### src/rtl/core/sodg_pkg.sv
// ----------------------------------------------------------------------------
// sodg_pkg
// Types and constants shared by the send-on-delta gate blocks.
// ----------------------------------------------------------------------------
package sodg_pkg;

  localparam int unsigned SampleW = 17;
  localparam int unsigned GainW   = 32;
  localparam int unsigned CountW  = 32;
  localparam int unsigned QuoW    = 17;
  localparam int unsigned ProdW   = 50;
  localparam int unsigned KeffW   = ProdW - 16;
  localparam int unsigned DivSteps = 16;
  localparam int unsigned StepW   = 4;

  localparam logic [QuoW-1:0]           Q16One   = 17'h10000;
  localparam logic signed [KeffW-1:0]   KeffCrit = 34'sd8323;
  localparam logic [SampleW-1:0]        ThrReset = 17'd1;

  typedef enum logic [1:0] {
    VERD_ACCEPT  = 2'd0,
    VERD_RETHINK = 2'd1,
    VERD_ABSTAIN = 2'd2
  } verdict_e;

  typedef enum logic [2:0] {
    ST_IDLE,
    ST_CALC,
    ST_DECIDE,
    ST_DIVL,
    ST_DIVB,
    ST_OUT
  } ctrl_state_e;

  typedef struct packed {
    logic [1:0]               lane;
    logic [SampleW-1:0]       sample;
    logic signed [GainW-1:0]  gain;
  } in_t;

  typedef struct packed {
    logic [1:0]          verdict;
    logic                fired;
    logic [QuoW-1:0]     lane_sparsity;
    logic [QuoW-1:0]     bundle_sparsity;
  } out_t;

  typedef struct packed {
    logic [SampleW-1:0]  last;
    logic [1:0]          verdict;
    logic [CountW-1:0]   fired_cnt;
    logic [CountW-1:0]   supp_cnt;
  } lane_rec_t;

  typedef struct packed {
    logic load_in;
    logic calc;
    logic commit;
    logic div_start;
    logic div_bundle;
    logic lane_sp_load;
    logic bund_sp_load;
    logic out_load;
  } ctrl_cmd_t;

  typedef struct packed {
    logic div_done;
    logic out_free;
  } ctrl_sts_t;

endpackage

### src/rtl/core/sodg_ram.sv
// ----------------------------------------------------------------------------
// sodg_ram
// Generic single-write, single-read RAM with registered read data.
// ----------------------------------------------------------------------------
module sodg_ram #(
  parameter int unsigned WIDTH = 8,
  parameter int unsigned DEPTH = 4,
  localparam int unsigned AW = (DEPTH > 1) ? $clog2(DEPTH) : 1
) (
  input  logic             clk_i,
  input  logic             we_i,
  input  logic [AW-1:0]    waddr_i,
  input  logic [WIDTH-1:0] wdata_i,
  input  logic [AW-1:0]    raddr_i,
  output logic [WIDTH-1:0] rdata_o
);

  logic [WIDTH-1:0] mem [DEPTH];
  logic [WIDTH-1:0] rdata_q;

  always_ff @(posedge clk_i) begin
    if (we_i) begin
      mem[waddr_i] <= wdata_i;
    end
    rdata_q <= mem[raddr_i];
  end

  assign rdata_o = rdata_q;

endmodule

### src/rtl/core/sodg_div.sv
// ----------------------------------------------------------------------------
// sodg_div
// Radix-2 restoring divider for Q16 fractions n * 65536 / d, saturating at one.
// ----------------------------------------------------------------------------
module sodg_div #(
  parameter int unsigned DW = 33
) (
  input  logic                     clk_i,
  input  logic                     rst_ni,
  input  logic                     start_i,
  input  logic [DW-1:0]            num_i,
  input  logic [DW-1:0]            den_i,
  output logic                     done_o,
  output logic [sodg_pkg::QuoW-1:0] quo_o
);
  import sodg_pkg::*;

  logic              busy_q, busy_d;
  logic              done_q, done_d;
  logic [StepW-1:0]  cnt_q, cnt_d;
  logic [DW-1:0]     r_q, r_d;
  logic [DW-1:0]     den_q, den_d;
  logic [QuoW-1:0]   q_q, q_d;
  logic [DW:0]       r2;
  logic              bit_s;

  always_comb begin
    busy_d = busy_q;
    done_d = done_q;
    cnt_d  = cnt_q;
    r_d    = r_q;
    den_d  = den_q;
    q_d    = q_q;
    r2     = {r_q, 1'b0};
    bit_s  = (r2 >= {1'b0, den_q});
    if (start_i) begin
      den_d = den_i;
      cnt_d = '0;
      r_d   = num_i;
      if (den_i == '0) begin
        q_d = '0; done_d = 1'b1; busy_d = 1'b0;
      end else if (num_i >= den_i) begin
        q_d = Q16One; done_d = 1'b1; busy_d = 1'b0;
      end else begin
        q_d = '0; done_d = 1'b0; busy_d = 1'b1;
      end
    end else if (busy_q) begin
      if (bit_s) begin
        r_d = DW'(r2 - {1'b0, den_q});
      end else begin
        r_d = r2[DW-1:0];
      end
      q_d   = {1'b0, q_q[QuoW-3:0], bit_s};
      cnt_d = cnt_q + StepW'(1);
      if (cnt_q == StepW'(DivSteps - 1)) begin
        busy_d = 1'b0;
        done_d = 1'b1;
      end
    end
  end

  always_ff @(posedge clk_i or negedge rst_ni) begin
    if (!rst_ni) begin
      busy_q <= 1'b0;
      done_q <= 1'b0;
      cnt_q  <= '0;
    end else begin
      busy_q <= busy_d;
      done_q <= done_d;
      cnt_q  <= cnt_d;
    end
  end

  always_ff @(posedge clk_i) begin
    r_q   <= r_d;
    den_q <= den_d;
    q_q   <= q_d;
  end

  assign done_o = done_q;
  assign quo_o  = q_q;

  a_quo_range: assert property (@(posedge clk_i) disable iff (!rst_ni)
    done_q |-> (q_q <= Q16One))
    else $error("quotient above one");

  a_busy_done: assert property (@(posedge clk_i) disable iff (!rst_ni)
    !(busy_q && done_q))
    else $error("divider busy and done together");

endmodule

### src/rtl/core/sodg_datapath.sv
// ----------------------------------------------------------------------------
// sodg_datapath
// Lane store, change detect, gain multiply, bundle sums and output register.
// ----------------------------------------------------------------------------
module sodg_datapath #(
  parameter int unsigned LANES = 4
) (
  input  logic                         clk_i,
  input  logic                         rst_ni,
  input  sodg_pkg::ctrl_cmd_t          cmd_i,
  output sodg_pkg::ctrl_sts_t          sts_o,
  input  sodg_pkg::in_t                in_data_i,
  output logic                         out_valid_o,
  input  logic                         out_ready_i,
  output sodg_pkg::out_t               out_data_o,
  input  logic                         cfg_we_i,
  input  logic [sodg_pkg::SampleW-1:0] cfg_data_i
);
  import sodg_pkg::*;

  localparam int unsigned IW = (LANES > 1) ? $clog2(LANES) : 1;
  localparam int unsigned SW = CountW + ((LANES > 1) ? $clog2(LANES) : 0);
  localparam int unsigned DW = SW + 1;
  localparam int unsigned RecW = $bits(lane_rec_t);

  logic [SampleW-1:0]  thr_q;
  logic [LANES-1:0]    valid_q;
  logic                vld_rd_q;
  in_t                 in_q;
  logic [IW-1:0]       idx_in, idx_q;
  logic [2:0]          lane_m;
  lane_rec_t           rd_rec, cur_q, new_rec;
  logic [RecW-1:0]     rd_raw;
  logic                fire_q, rose_q;
  logic signed [ProdW-1:0] prod_q;
  logic signed [17:0]  delta;
  logic signed [17:0]  diff;
  logic [SampleW-1:0]  mag;
  logic [CountW-1:0]   old_total;
  logic [CountW-1:0]   new_total;
  logic [SW-1:0]       fsum_q, ssum_q;
  logic [DW-1:0]       div_num, div_den;
  logic                div_done;
  logic [QuoW-1:0]     div_quo;
  logic [QuoW-1:0]     lane_sp_q, bund_sp_q;
  logic [1:0]          verd_new;
  logic [1:0]          res_verd_q;
  logic                res_fired_q;
  logic                out_valid_q;
  out_t                out_q;
  lane_rec_t           cur_d;

  // fold the lane number into range
  always_comb begin
    lane_m = {1'b0, in_data_i.lane};
    for (int k = 0; k < 3; k++) begin
      if (32'(lane_m) >= LANES) begin
        lane_m = lane_m - 3'(LANES);
      end
    end
  end

  assign idx_in = IW'(lane_m);

  sodg_ram #(.WIDTH(RecW), .DEPTH(LANES)) u_ram (
    .clk_i   (clk_i),
    .we_i    (cmd_i.commit),
    .waddr_i (idx_q),
    .wdata_i (new_rec),
    .raddr_i (idx_in),
    .rdata_o (rd_raw)
  );
  assign rd_rec = lane_rec_t'(rd_raw);

  always_comb begin
    cur_d     = vld_rd_q ? rd_rec : '0;
    diff      = $signed({1'b0, in_q.sample}) - $signed({1'b0, cur_d.last});
    mag       = diff[17] ? SampleW'(-diff) : diff[SampleW-1:0];
    old_total = cur_d.fired_cnt + cur_d.supp_cnt;
    delta     = 18'sh10000 - $signed({1'b0, in_q.sample});
  end

  always_comb begin
    new_rec = cur_q;
    if (fire_q) begin
      if ($signed(prod_q[ProdW-1:16]) < KeffCrit) begin
        verd_new = VERD_ABSTAIN;
      end else if (rose_q) begin
        verd_new = VERD_RETHINK;
      end else begin
        verd_new = VERD_ACCEPT;
      end
      new_rec.last      = in_q.sample;
      new_rec.verdict   = verd_new;
      new_rec.fired_cnt = cur_q.fired_cnt + CountW'(1);
    end else begin
      verd_new         = cur_q.verdict;
      new_rec.supp_cnt = cur_q.supp_cnt + CountW'(1);
    end
    new_total = new_rec.fired_cnt + new_rec.supp_cnt;
    if (cmd_i.div_bundle) begin
      div_num = DW'(ssum_q);
      div_den = DW'(fsum_q) + DW'(ssum_q);
    end else begin
      div_num = DW'(new_rec.supp_cnt);
      div_den = DW'(new_total);
    end
  end

  sodg_div #(.DW(DW)) u_div (
    .clk_i   (clk_i),
    .rst_ni  (rst_ni),
    .start_i (cmd_i.div_start),
    .num_i   (div_num),
    .den_i   (div_den),
    .done_o  (div_done),
    .quo_o   (div_quo)
  );

  always_ff @(posedge clk_i or negedge rst_ni) begin
    if (!rst_ni) begin
      thr_q       <= ThrReset;
      valid_q     <= '0;
      fsum_q      <= '0;
      ssum_q      <= '0;
      out_valid_q <= 1'b0;
    end else begin
      if (cfg_we_i) begin
        thr_q <= (cfg_data_i == '0) ? ThrReset : cfg_data_i;
      end
      if (cmd_i.commit) begin
        valid_q[idx_q] <= 1'b1;
        fsum_q <= fsum_q - SW'(cur_q.fired_cnt) + SW'(new_rec.fired_cnt);
        ssum_q <= ssum_q - SW'(cur_q.supp_cnt) + SW'(new_rec.supp_cnt);
      end
      if (cmd_i.out_load) begin
        out_valid_q <= 1'b1;
      end else if (out_ready_i) begin
        out_valid_q <= 1'b0;
      end
    end
  end

  always_ff @(posedge clk_i) begin
    if (cmd_i.load_in) begin
      in_q     <= in_data_i;
      idx_q    <= idx_in;
      vld_rd_q <= valid_q[idx_in];
    end
    if (cmd_i.calc) begin
      cur_q  <= cur_d;
      fire_q <= (old_total == '0) || (mag >= thr_q);
      rose_q <= ~diff[17] && (diff != '0);
      prod_q <= delta * in_q.gain;
    end
    if (cmd_i.commit) begin
      res_verd_q  <= verd_new;
      res_fired_q <= fire_q;
    end
    if (cmd_i.lane_sp_load) begin
      lane_sp_q <= div_quo;
    end
    if (cmd_i.bund_sp_load) begin
      bund_sp_q <= div_quo;
    end
    if (cmd_i.out_load) begin
      out_q.verdict         <= res_verd_q;
      out_q.fired           <= res_fired_q;
      out_q.lane_sparsity   <= lane_sp_q;
      out_q.bundle_sparsity <= bund_sp_q;
    end
  end

  assign sts_o.div_done = div_done;
  assign sts_o.out_free = ~out_valid_q | out_ready_i;
  assign out_valid_o    = out_valid_q;
  assign out_data_o     = out_q;

  a_thr_nonzero: assert property (@(posedge clk_i) disable iff (!rst_ni)
    thr_q != '0)
    else $error("threshold zero");

  a_load_free: assert property (@(posedge clk_i) disable iff (!rst_ni)
    cmd_i.out_load |-> (!out_valid_q || out_ready_i))
    else $error("output overwritten");

endmodule

### src/rtl/core/sodg_ctrl.sv
// ----------------------------------------------------------------------------
// sodg_ctrl
// Sequencer: read lane, decide, two divisions, load output.
// ----------------------------------------------------------------------------
module sodg_ctrl (
  input  logic                clk_i,
  input  logic                rst_ni,
  input  logic                in_valid_i,
  output logic                in_ready_o,
  output sodg_pkg::ctrl_cmd_t cmd_o,
  input  sodg_pkg::ctrl_sts_t sts_i
);
  import sodg_pkg::*;

  ctrl_state_e state_q, state_d;

  always_ff @(posedge clk_i or negedge rst_ni) begin
    if (!rst_ni) begin
      state_q <= ST_IDLE;
    end else begin
      state_q <= state_d;
    end
  end

  always_comb begin
    state_d    = state_q;
    cmd_o      = '0;
    in_ready_o = 1'b0;
    unique case (state_q)
      ST_IDLE: begin
        in_ready_o = 1'b1;
        if (in_valid_i) begin
          cmd_o.load_in = 1'b1;
          state_d = ST_CALC;
        end
      end
      ST_CALC: begin
        cmd_o.calc = 1'b1;
        state_d = ST_DECIDE;
      end
      ST_DECIDE: begin
        cmd_o.commit    = 1'b1;
        cmd_o.div_start = 1'b1;
        state_d = ST_DIVL;
      end
      ST_DIVL: begin
        if (sts_i.div_done) begin
          cmd_o.lane_sp_load = 1'b1;
          cmd_o.div_start    = 1'b1;
          cmd_o.div_bundle   = 1'b1;
          state_d = ST_DIVB;
        end
      end
      ST_DIVB: begin
        if (sts_i.div_done) begin
          cmd_o.bund_sp_load = 1'b1;
          state_d = ST_OUT;
        end
      end
      ST_OUT: begin
        if (sts_i.out_free) begin
          cmd_o.out_load = 1'b1;
          state_d = ST_IDLE;
        end
      end
      default: state_d = ST_IDLE;
    endcase
  end

  a_ready_idle: assert property (@(posedge clk_i) disable iff (!rst_ni)
    cmd_o.load_in |=> (state_q == ST_CALC))
    else $error("transfer taken outside idle");

endmodule

### src/rtl/core/send_on_delta_gate_lanes.sv
// ----------------------------------------------------------------------------
// send_on_delta_gate_lanes
// Send-on-delta verdict gate over LANES lanes with Q16 sparsity reporting.
// ----------------------------------------------------------------------------
// Flow: the transfer is read in, the lane is decided and committed, then the shared
// radix-2 divider runs twice (lane, then bundle), 16 steps each, and the result is
// loaded into the output register once it is free. Items are handled one at a
// time: the next transfer is taken after that load, so output stalls delay it.
// Reset: asynchronous, clears lane valid bits, bundle sums, threshold to one.
module send_on_delta_gate_lanes #(
  parameter int unsigned LANES = 4
) (
  input  logic                         clk_i,
  input  logic                         rst_ni,
  input  logic                         in_valid_i,
  output logic                         in_ready_o,
  input  sodg_pkg::in_t                in_data_i,
  output logic                         out_valid_o,
  input  logic                         out_ready_i,
  output sodg_pkg::out_t               out_data_o,
  input  logic                         cfg_we_i,
  input  logic [sodg_pkg::SampleW-1:0] cfg_data_i
);
  import sodg_pkg::*;

  ctrl_cmd_t cmd;
  ctrl_sts_t sts;

  sodg_ctrl u_ctrl (
    .clk_i      (clk_i),
    .rst_ni     (rst_ni),
    .in_valid_i (in_valid_i),
    .in_ready_o (in_ready_o),
    .cmd_o      (cmd),
    .sts_i      (sts)
  );

  sodg_datapath #(.LANES(LANES)) u_dp (
    .clk_i       (clk_i),
    .rst_ni      (rst_ni),
    .cmd_i       (cmd),
    .sts_o       (sts),
    .in_data_i   (in_data_i),
    .out_valid_o (out_valid_o),
    .out_ready_i (out_ready_i),
    .out_data_o  (out_data_o),
    .cfg_we_i    (cfg_we_i),
    .cfg_data_i  (cfg_data_i)
  );

endmodule
### config.mk
export PLATFORM = sky130hd
export DESIGN_NAME = send_on_delta_gate_lanes
export DESIGN_NICKNAME = d
export VERILOG_FILES = /design/src/rtl/core/sodg_pkg.sv /design/src/rtl/core/sodg_ram.sv /design/src/rtl/core/sodg_div.sv /design/src/rtl/core/sodg_datapath.sv /design/src/rtl/core/sodg_ctrl.sv /design/src/rtl/core/send_on_delta_gate_lanes.sv
export SDC_FILE = /design/constraint.sdc
export NUM_CORES = 2
export LEC_CHECK = 0
export ABC_AREA = 1
export BUFFER_PORTS_ARGS = -buffer_cell sky130_fd_sc_hd__buf_4
export CAP_MARGIN = 20
export CORE_UTILIZATION = 65
export CTS_CLUSTER_DIAMETER = 120
export CTS_CLUSTER_SIZE = 40
export DETAILED_ROUTE_END_ITERATION = 10
export PLACE_DENSITY = 0.91
export SETUP_SLACK_MARGIN = 0.15
export SYNTH_ARGS = -nofsm -noshare
export SYNTH_HDL_FRONTEND = slang
export SYNTH_SLANG_ARGS = --single-unit
export TNS_END_PERCENT = 100
### constraint.sdc
create_clock -name clk_i -period 10 [get_ports clk_i]
set_clock_uncertainty 0.15 [all_clocks]
set_input_delay 0.5 -clock clk_i [delete_from_list [all_inputs] [get_ports clk_i]]
set_output_delay 0.5 -clock clk_i [all_outputs]
set_load 0.05 [all_outputs]
# Yosys cells after proc, flatten, opt, wreduce, memory -nomap -nowiden
# Memories as Yosys holds them, arrays and structs flattened. A register that Yosys moved wholly into a read port is not among the register bits.
# Cells that the tools add are included.
# totals
in_bits,73
ram_bits,332
elab_cells,135
output_inout_bits,39
ff_bits,447
mem_count,1
# op_classes
bitwise_logic,4
n_reduce_logical,13
n_lt_le_gt_ge,7
n_mul,1
n_addsub,14
n_eq_ne,10
mux,54
# memory_table
name,words,word_bits,rd,rd_clocked_by_memory_dff,write_ports,line_no,source
u_dp.u_ram.mem,4,83,1,1,1,sodg_ram.sv:18,logic [WIDTH-1:0] mem [DEPTH];
# ops
cell,n
$mux 35,4
$mux 17,6
$mux 83,1
$add 34x32->34,2
$sub 34x32->34,2
$add 32x1->32 const B,2
$add 32x32->32,2
$mux 51,1
$mul 18x32->50,1
$ge 36x35->1,1
$add 34x34->35,1
$ge 35x35->1,1
$logic_not 35->1,1
$sub 35x35->35,1
$lt 34x15->1 const B,1
$mux 34,1
$logic_not 32->1,1
$mux 32,1
$mux 1,26
$pmux 3 s6,1
$reduce_bool 18->1,1
$sub 17x17->18,1
$sub 17x17->18 const A,1
$ge 17x17->1,1
26 further kinds,42

# Longest topological paths before layout
# depth
depth_word,9
ltp_mapped,42
mapped_depth_nobuf,42

# Cells and area by module
# From an unflattened synthesis, not the netlist that was laid out.
# unflattened
hier_cells,8932
hier_area_um2,72164.2
# by_module_without_submodules
module,n_inst,cells_each,area_per_inst_um2
sodg_datapath,1,6382,48252.5
sodg_ram,1,1392,15720.1
sodg_div,1,1119,7941.4
sodg_ctrl,1,39,250.2

# Least setup slack after synthesis
# OpenSTA, ideal clock, no wires.
# synth_path
path_kind,register to register
start,register u_ctrl.state_q[2]
end,register u_dp.valid_q[1]
path_stages_with_launch,5
n_path_buf,0
t_arrival_ns,7.458
slack_ns,2.292
synth_period_minus_slack_ns,7.708
path_cell_list,dfrtp_1 nor3_1 clkinv_1 nor3_1 or2_2
# synth_between
elab_chain_cells,2
# synth_rtl
element,line_no,source
"start, declared",sodg_ctrl.sv:15,"ctrl_state_e state_q, state_d;"
"start signal, assigned",sodg_ctrl.sv:21,state_q <= state_d;
$eq 3x2->1,sodg_ctrl.sv:29,unique case (state_q)
$mux 1,sodg_ctrl.sv:29,
"end signal, assigned",sodg_datapath.sv:123,valid_q <= '0;
"end signal, assigned by index",sodg_datapath.sv:132,valid_q[idx_q] <= 1'b1;
"end, declared",sodg_datapath.sv:27,logic [LANES-1:0] valid_q;
# Every way passes these cells.
# A chain may end at the register's enable or synchronous reset.

# Worst setup path after layout
# layout_path
start,register u_dp.in_q[33] (netlist name)
end,register u_dp.prod_q[39] (data pin)
# layout_between
elab_chain_cells,2
# layout_rtl
element,line_no,source
"start, declared",sodg_datapath.sv:29,in_t in_q;
"start signal, assigned",sodg_datapath.sv:146,in_q <= in_data_i;
$sub 17x17->18,sodg_datapath.sv:80,"delta = 18'sh10000 - $signed({1'b0, in_q.sample});"
$mul 18x32->50,sodg_datapath.sv:154,prod_q <= delta * in_q.gain;
"end signal, assigned",sodg_datapath.sv:154,
"end, declared",sodg_datapath.sv:35,logic signed [ProdW-1:0] prod_q;
# Every way passes these cells.

==> summary.md <==
| Metric | Value |
|---|---|
| Share of the synthesized area in the top cell type | `0.291` |
| Placed cells | `about 9300` |
| Ys async rst share | `0.117` |
| Main combinational cell family by area after synthesis | `adder cells` |
| Setup TNS | `0 ns` |
| Row count | `118` |
| Dpl cell area | `0.0708 sq mm` |
| Initial antenna violation count | `7` |
| Synth cell count leaders | `1740 x nand2_1, 1498 x inv_1, 810 x nor2_1` |
| Post-Synth XOR/XNOR Area | `0.0284` |
| Pins Over Slew Limit | `0` |
| Num CTS Buffers | `31` |
| First-pass detailed-route iteration total | `6` |
| Worst Path Required | `between 10 and 15 ns` |
| PostCTS Resize Cnt | `0` |
| Clock-pin slew on the worst setup and hold paths | `0.15 ns` |
| Worst-Skew Late Latency | `0.75 ns` |
| Primary FF master, synth | `edfxtp_1` |
| Crit share post-route | `0.892` |
| H-tree level count | `1` |
| Critical path's slowest cell | `inv_1` |
| Total setup buffers inserted after CTS | `0` |
| Synth warn | `0` |
| Worst-path fanout max | `14` |
| Worst setup EP type | `flop` |
| Slew of the pin with the lowest slew margin | `1.23 ns` |
| Most area-consuming cells after synthesis | `edfxtp_1 29%, fa_1 18%, nand2_1 9.5%` |
| Die X-Extent | `327 um` |
| Die height | `327 um` |
| Nets | `around 9100` |
| First-pass GRT wire length | `325 mm` |
| Non-Filler Instances | `about 9500` |
| Cell type with the largest total area after synthesis | `edfxtp_1` |
| Post-synthesis compound-gate area fraction | `0.0866` |
| Vias in the first global route | `~56000` |
| Top achievable clock speed | `112 MHz` |
| Clk buf depth | `3` |
| HP Class | `in -> reg` |
| I/O pin count | `112` |
| Sink Count | `about 850` |
| CP Launch Type | `flop` |
| Minimum clock period | `8.92 ns` |
| Critical path class | `reg -> reg` |
| Most frequent cell after synthesis | `nand2_1` |
| Die area | `0.107 sq mm` |
| Root Buffer | `clkbuf_16` |
| Core area | `0.104 sq mm` |
| CP arrival | `9.27 ns` |
| Crit path largest cell delay | `0.77 ns` |
| Cell variety after synth | `70` |
| RSZ-0062 raised after global routing | `no` |
| Post-Synth Adder-Cell Area | `0.252` |
| CTS tree | `built` |
| Initial Util | `0.659` |
| Fillers | `7940` |
| Port buffer count | `111` |
| Area Growth Syn to Fin | `6.25%` |
| DPL Wire Length | `between 150 and 200 mm` |
| CP dominant cell by count | `inv_1` |
| Register area share after synthesis | `0.352` |
| Syn nets | `9061` |
| Design Area, Final | `~0.073 sq mm` |
| Mapped Area | `between 0.06 and 0.07 sq mm` |
| Run status | `finished, final reports clean` |
| Final hold vios | `0` |
| Syn Area/Cell | `about 8.6 sq um` |
| Routed via count | `57000` |
| Simple logic cell fraction of the synthesized area | `0.185` |
| Grt ovf | `0` |
| DR DRC count | `0` |
| Post-synthesis mux area share | `0.000146` |
| Wire per inst | `~23 um` |
| Drt initial violations | `6565` |
| Synth Instances | `7980` |
| Antenna Nets Post-Route | `0` |
| Max-Cap Viols | `0` |
| Largest net degree at the start of global routing | `97` |
| Routed wire length | `214 mm` |
| Slew margin rel. | `0.178` |
| Final setup fails | `0` |
| Placer Congestion | `1.05` |
| Vias/cell | `6.02` |
| Yosys reg bits | `846` |
| Number of synthesized flops with an enable pin | `664` |
| Tot GR Track Use | `0.403` |
| Ratio of cells with drive above 1 in the final layout | `0.0401` |
| Hold Buf Count CTS | `78` |
[layout by cell type (no fill, tap or decap), types with 78 or more instances in the layout]
cell type,count
nand2_1,1739
inv_1,1494
nor2_1,804
edfxtp_1,664
fa_1,621
o21ai_0,456
ha_1,387
a21oi_1,350
nand3_1,287
buf_4,182
xor2_1,156
dfrtp_1,98
o22ai_1,85
nand4_1,83
dfxtp_1,83
dlygate4sd3_1,78
[state kept, by name, indices dropped and copies added, names as in the netlist, 35 cells and up]
signal and flops:
u_dp.cur_q 83, u_dp.u_ram.rdata_o 83, u_dp.u_ram.mem 332, u_dp.in_q 49, u_dp.u_div.r_q 35, u_dp.u_div.den_q 35
u_dp.out_data_o 37
[cells by family after synthesis]
logic type,count (synthesis)
AO/OA/AOI/OAI,1076
flip-flops,846
adder cells (fa/ha/maj),1008
buffers and inverters,1730
AND/OR/NAND/NOR,3100
XOR/XNOR,219
multiplexers,1
[worst paths after layout]
kind	start	end	slack (ns)	depth (start not counted)
setup / recovery	u_dp.in_q[33]	u_dp.prod_q[39]	1.08	29
hold / removal	cfg_we_i	u_dp.thr_q[15]	0.02	3
setup reg to reg	u_dp.in_q[33]	u_dp.prod_q[39]	1.08	29
hold reg to reg	u_dp.bund_sp_q[2]	u_dp.out_data_o[2]	0.27	0
max in group asynchronous	rst_ni	u_dp.ssum_q[31]	8.07	3
min in group asynchronous	rst_ni	u_dp.fsum_q[0]	0.18	2
[stage by stage]
stage,util,setup WS [ns],hold WS (ns)
after floorplan,-,2.29,0.0544
after global placement,0.681,1.69,0.252
after detailed placement,0.681,1.45,0.259
after CTS,0.699,1.32,0.00675
after global routing,0.700,0.648,0.0337
final,0.700,1.08,0.0223
[critical path: cells and delay by family, from the launching register on]
family / cells / cell delay (ns)
buf+inv: 8 / 1.61
flops: 1 / 0.50
fa+ha+maj: 8 / 3.80
compound gates: 6 / 1.38
simple gates: 6 / 1.03
xor+xnor: 1 / 0.18
[cell type report]
cell class                 count  area, sq um  area share
sequential                   846        24100       0.331
timing repair buffer         263         2220      0.0305
inverter                    1511         5680      0.0781
tap                         1380         1730      0.0237
clock inverter                12          283     0.00389
clock buffer                  46          842      0.0116
antenna                        1         2.50   0.0000344
multi-input combinational   5404        37900       0.521
[metal layers]
layer | track usage | vias up | routed length [um]
met5 | 0 | - | 36
met4 | 0.156 | 6 | 10000
met3 | 0.101 | 660 | 26600
met2 | 0.616 | 3463 | 94800
met1 | 0.556 | 27400 | 82800
li1 | - | 25500 | -
Power is left out: the tool's default activity adds up to more than one toggle a clock period on the data nets, which glitch-free logic cannot reach.
